## config.mk

```make
export PLATFORM = sky130hd
export DESIGN_NAME = hkv_mod_unit
export DESIGN_NICKNAME = d
export VERILOG_FILES = /design/src/rtl/core/hkv_pkg.sv /design/src/rtl/core/hkv_mod_unit.sv
export SDC_FILE = /design/constraint.sdc
export NUM_CORES = 1
export LEC_CHECK = 0
export BUFFER_PORTS_ARGS = -buffer_cell sky130_fd_sc_hd__buf_2
export CORE_AREA = 2 2 39 41
export DETAILED_ROUTE_END_ITERATION = 8
export DIE_AREA = 0 0 41 43
export GPL_TIMING_DRIVEN = 1
export SLEW_MARGIN = 20
export SYNTH_ARGS = -nofsm -noshare
export SYNTH_HDL_FRONTEND = slang
export SYNTH_SLANG_ARGS = --single-unit
```

## constraint.sdc

```tcl
create_clock -name clk -period 0.8 [get_ports clk]
set_clock_uncertainty 0.15 [all_clocks]
set_input_delay 0.2 -clock clk [delete_from_list [all_inputs] [get_ports clk]]
set_output_delay 0.2 -clock clk [all_outputs]
set_load 0.02 [all_outputs]
```

## src/rtl/core/hkv_pkg.sv

```systemverilog
// Package for the hashed key-value table.
// Holds the operation and status codes and word widths shared by three modules.
// No dependencies.
package hkv_pkg;

  localparam int WORD_W = 32;
  localparam int OP_W   = 2;
  localparam int ST_W   = 2;

  localparam logic [OP_W-1:0] OP_INSERT = 2'd0;
  localparam logic [OP_W-1:0] OP_GET    = 2'd1;
  localparam logic [OP_W-1:0] OP_REMOVE = 2'd2;

  localparam logic [ST_W-1:0] ST_HIT  = 2'd0;
  localparam logic [ST_W-1:0] ST_MISS = 2'd1;
  localparam logic [ST_W-1:0] ST_FULL = 2'd2;

endpackage

```

## src/rtl/core/hkv_mod_unit.sv

```systemverilog
// Bucket index unit: key modulo the bucket count.
// A power-of-two count is a mask; any other count uses a reciprocal multiplication.
// Depends on hkv_pkg.
module hkv_mod_unit #(
  parameter int BUCKET_COUNT = 256,
  localparam int BKT_W = (BUCKET_COUNT > 1) ? $clog2(BUCKET_COUNT) : 1
) (
  input  logic                       clk,
  input  logic                       rst_n,
  input  logic                       start,
  input  logic [hkv_pkg::WORD_W-1:0] key,
  output logic                       done,
  output logic [BKT_W-1:0]           bucket
);
  import hkv_pkg::*;

  localparam bit IS_POW2 = (BUCKET_COUNT & (BUCKET_COUNT - 1)) == 0;

  generate
    if (IS_POW2) begin : g_mask
      localparam logic [WORD_W-1:0] KEY_MASK = WORD_W'(BUCKET_COUNT - 1);
      logic             done_r;
      logic [BKT_W-1:0] bucket_r;

      always_ff @(posedge clk) begin
        if (!rst_n) begin
          done_r <= 1'b0;
        end else begin
          done_r <= start;
        end
      end

      always_ff @(posedge clk) begin
        if (start) begin
          bucket_r <= BKT_W'(key & KEY_MASK);
        end
      end

      assign done   = done_r;
      assign bucket = bucket_r;
    end else begin : g_recip
      localparam int SHIFT = $clog2(BUCKET_COUNT);
      localparam logic [2*WORD_W-1:0] DIV_WIDE = (2*WORD_W)'(BUCKET_COUNT);
      localparam logic [2*WORD_W-1:0] RECIP_WIDE =
        (((2*WORD_W)'(1) << WORD_W) * (((2*WORD_W)'(1) << SHIFT) - DIV_WIDE)) / DIV_WIDE
        + (2*WORD_W)'(1);
      localparam logic [WORD_W-1:0] RECIP   = WORD_W'(RECIP_WIDE);
      localparam logic [WORD_W-1:0] DIVISOR = WORD_W'(BUCKET_COUNT);
      logic                stg1_r;
      logic                stg2_r;
      logic                stg3_r;
      logic                done_r;
      logic [WORD_W-1:0]   key_r;
      logic [WORD_W-1:0]   prod_hi_r;
      logic [WORD_W-1:0]   quot_r;
      logic [BKT_W-1:0]    rem_r;
      logic [2*WORD_W-1:0] prod;
      logic [WORD_W-1:0]   half_diff;
      logic [WORD_W-1:0]   quot_sum;
      logic [WORD_W-1:0]   quot_nxt;
      logic [WORD_W-1:0]   rem_full;

      // The quotient is exact for every key: high product half plus half the gap, shifted.
      assign prod      = (2*WORD_W)'(key_r) * (2*WORD_W)'(RECIP);
      assign half_diff = (key_r - prod_hi_r) >> 1;
      assign quot_sum  = prod_hi_r + half_diff;
      assign quot_nxt  = quot_sum >> (SHIFT - 1);
      assign rem_full  = key_r - quot_r * DIVISOR;

      always_ff @(posedge clk) begin
        if (!rst_n) begin
          stg1_r <= 1'b0;
          stg2_r <= 1'b0;
          stg3_r <= 1'b0;
          done_r <= 1'b0;
        end else begin
          stg1_r <= start;
          stg2_r <= stg1_r;
          stg3_r <= stg2_r;
          done_r <= stg3_r;
        end
      end

      always_ff @(posedge clk) begin
        if (start) begin
          key_r <= key;
        end
        if (stg1_r) begin
          prod_hi_r <= prod[2*WORD_W-1:WORD_W];
        end
        if (stg2_r) begin
          quot_r <= quot_nxt;
        end
        if (stg3_r) begin
          rem_r <= rem_full[BKT_W-1:0];
        end
      end

      assign done   = done_r;
      assign bucket = rem_r;
    end
  endgenerate

endmodule

```

==> flow_summary.yaml <==
status:
  outcome: "finished with violations"
  failed_checks: "hold timing, setup timing"
setup_path:
  critical_path_class: "flip-flop to output pin"
  max_stage_delay_ns: 0.38
  critPathBufInv: 1
  worstSetupEndpointType: "output pin"
  cp-start-kind: "flip-flop"
  path_delay_family: "flip-flops"
  worst_ep_arrival_time_ns: 0.80
  critPathMaxFanout: 1
  cp.required_ns: 0.45
  cp_slowest_cell: "edfxtp_1"
  cp_cell_sequence: "buf_2"
power_and_ir_drop:
  p_comb_share_pct: 13.5
  total_power_mw: 1.04
  clkPwrFrac_pct: 32.1
  p_sw_mw: 0.226
  p_int_mw: 0.814
  p_sw_share_pct: 21.8
  p_seq_share_pct: 54.4
  p_per_area_mw_per_mm2: 2300
  p_leak_nw: 0.194
  irDropWorstVdd_uv: 749
layout:
  area_growth_pct: 70.0
  design_area_um2: 453
  drive_gt1_share_pct: 69.7
  antenna_cells: 0
  nets: 69
  stdcell_count: 49
  most-common-layout-cells: "buf_2, edfxtp_1, buf_6"
  final_common_cell: "buf_2"
  nFillCells: 143
clocking:
  clock_path_buffers: 2
  clkTransAtPathRegs_ns: 0.06
  cts_tree: "done"
  htree_levels: 1
  numCtsBuffers: 3
  cts-root-buf: "clkbuf_4"
  cts.sink_count: 9
routing:
  vias: 176
  postRouteAntennaNets: 0
  wire_per_inst_um: 10.0
  dr.first_iter.drc_count: 2
  first_pass_iters: 4
  wl_um: 491
  vias_per_cell: 3.59
  route.detailed.drc: 0
timing:
  slew-limit-headroom_pct: 87.4
  setup_viol: 9
  tightest_slew_ns: 0.189
  fin_crit_sh_pct: 143
  worst_slack_ns: -0.347
  min_period_ns: 1.15
  rsz0062_at_grt: "true"
  finalHoldViolations: 8
  max_freq_mhz: 872
  timing.final.max_slew_violations: 0
  hold_slack_ns: -0.0258
die:
  start_util_pct: 19.3
  fp.dieArea_mm2: 0.00176
  core-area_mm2: 0.00138
  io_pins: 44
  die_w_um: 41
  die_y_um: 43
  rows: 14
grt:
  grt_pass1_vias: 158
  grt_max_degree: 10
  grt-ovfl-total: 0
  grt_usage_pct: 6.12
  antenna_found_initial: 0
  grt_pass1_wl_um: 662
worst_hold_path:
  min-delay-start: "key[1]"
  hold_depth: 1
  holdPathEnd: "bucket[1]"
  hold_path.class: "input pin to flip-flop"
yosys:
  ys_seq_area_share_pct: 97.7
  synthDistinctLibCells: 3
  yosys_warnings: 0
  avgSynthCellArea_um2: 26.7
  ys_ff_latch: 9
  synth_fp_nets: 45
  syn_area_um2: 267
  synth_cells: 10
placed_design:
  pre_cts_ws_ns: -0.0819
  gp_congestion: 0.568
  dp.cells: 45
  placed_cell_area_um2: 382
  io_buffers: 19
flow_run:
  drv_cap: 0
-- how the worst max path moves through the flow --
stage,startpoint,end,slack (ns),cells after the start
after global placement,start,bucket[1],-0.06,1
after global routing,bucket[1],bucket[1],-0.38,1
after floorplan,bucket[0],bucket[0],0.0005,0
after detailed placement,bucket[1],bucket[1],-0.08,1
final,bucket[1],bucket[1],-0.35,1
after CTS,bucket[1],bucket[1],-0.37,1
-- kinds of logic (layout without fill, tap and decap cells) --
group                  after synthesis  after routing  synth area share (%)
buffers and inverters                0             23                     0
AND/OR/NAND/NOR                      1              1                  2.35
flip-flops                           9              9                  97.7
-- per-stage QoR --
step	hold WS, ns	TNS (ns)	utilization (%)
floorplan	0.149	0	-
global placement	0.227	-0.815	27.6
detailed placement	0.229	-1.01	27.6
CTS	-0.0398	-2.96	30.0
global route	-0.0373	-3.16	32.7
finish	-0.0258	-2.82	32.7
-- synthesized netlist by cell type --
cell type	count	area (µm²)
dfxtp_1	1	20.0
edfxtp_1	8	240
and2_1	1	6.26
-- state kept, by name (all words and copies together) (netlist names) --
signal / cells
bucket: 8
done: 1
-- repair_timing --
item                                    CTS  global route
resized for setup                         3            12
buffers inserted                          0             0
hold endpoints to repair                  9             9
gates cloned                              0             0
endpoints found under the setup margin    9             9
-- layout make-up --
cell class,instances,area (µm²),area share (%)
Timing Repair Buffer,19,139,30.7
Tap cell,16,20.0,4.42
Sequential cell,9,262,57.7
Clock buffer,4,26.3,5.80
Multi-Input combinational cell,1,6.26,1.38
-- power by group through the flow --
stage | Clock [mW] | Sequential, mW | Combinational (mW)
after floorplan | 0 | 0.617 | 0.00160
after global placement | 0 | 0.566 | 0.112
after detailed placement | 0 | 0.569 | 0.112
after CTS | 0.359 | 0.560 | 0.115
after global routing | 0.378 | 0.570 | 0.152
final | 0.334 | 0.566 | 0.140
-- layer usage --
metal	routed length, µm	up-vias	global-route usage [%]
li1	-	85	-
met1	214	71	7.80
met2	171	20	7.50
met3	105	0	3.66
met4	0	0	4.00
met5	0	-	0
Note: power is estimated with default switching activity, not from simulation.
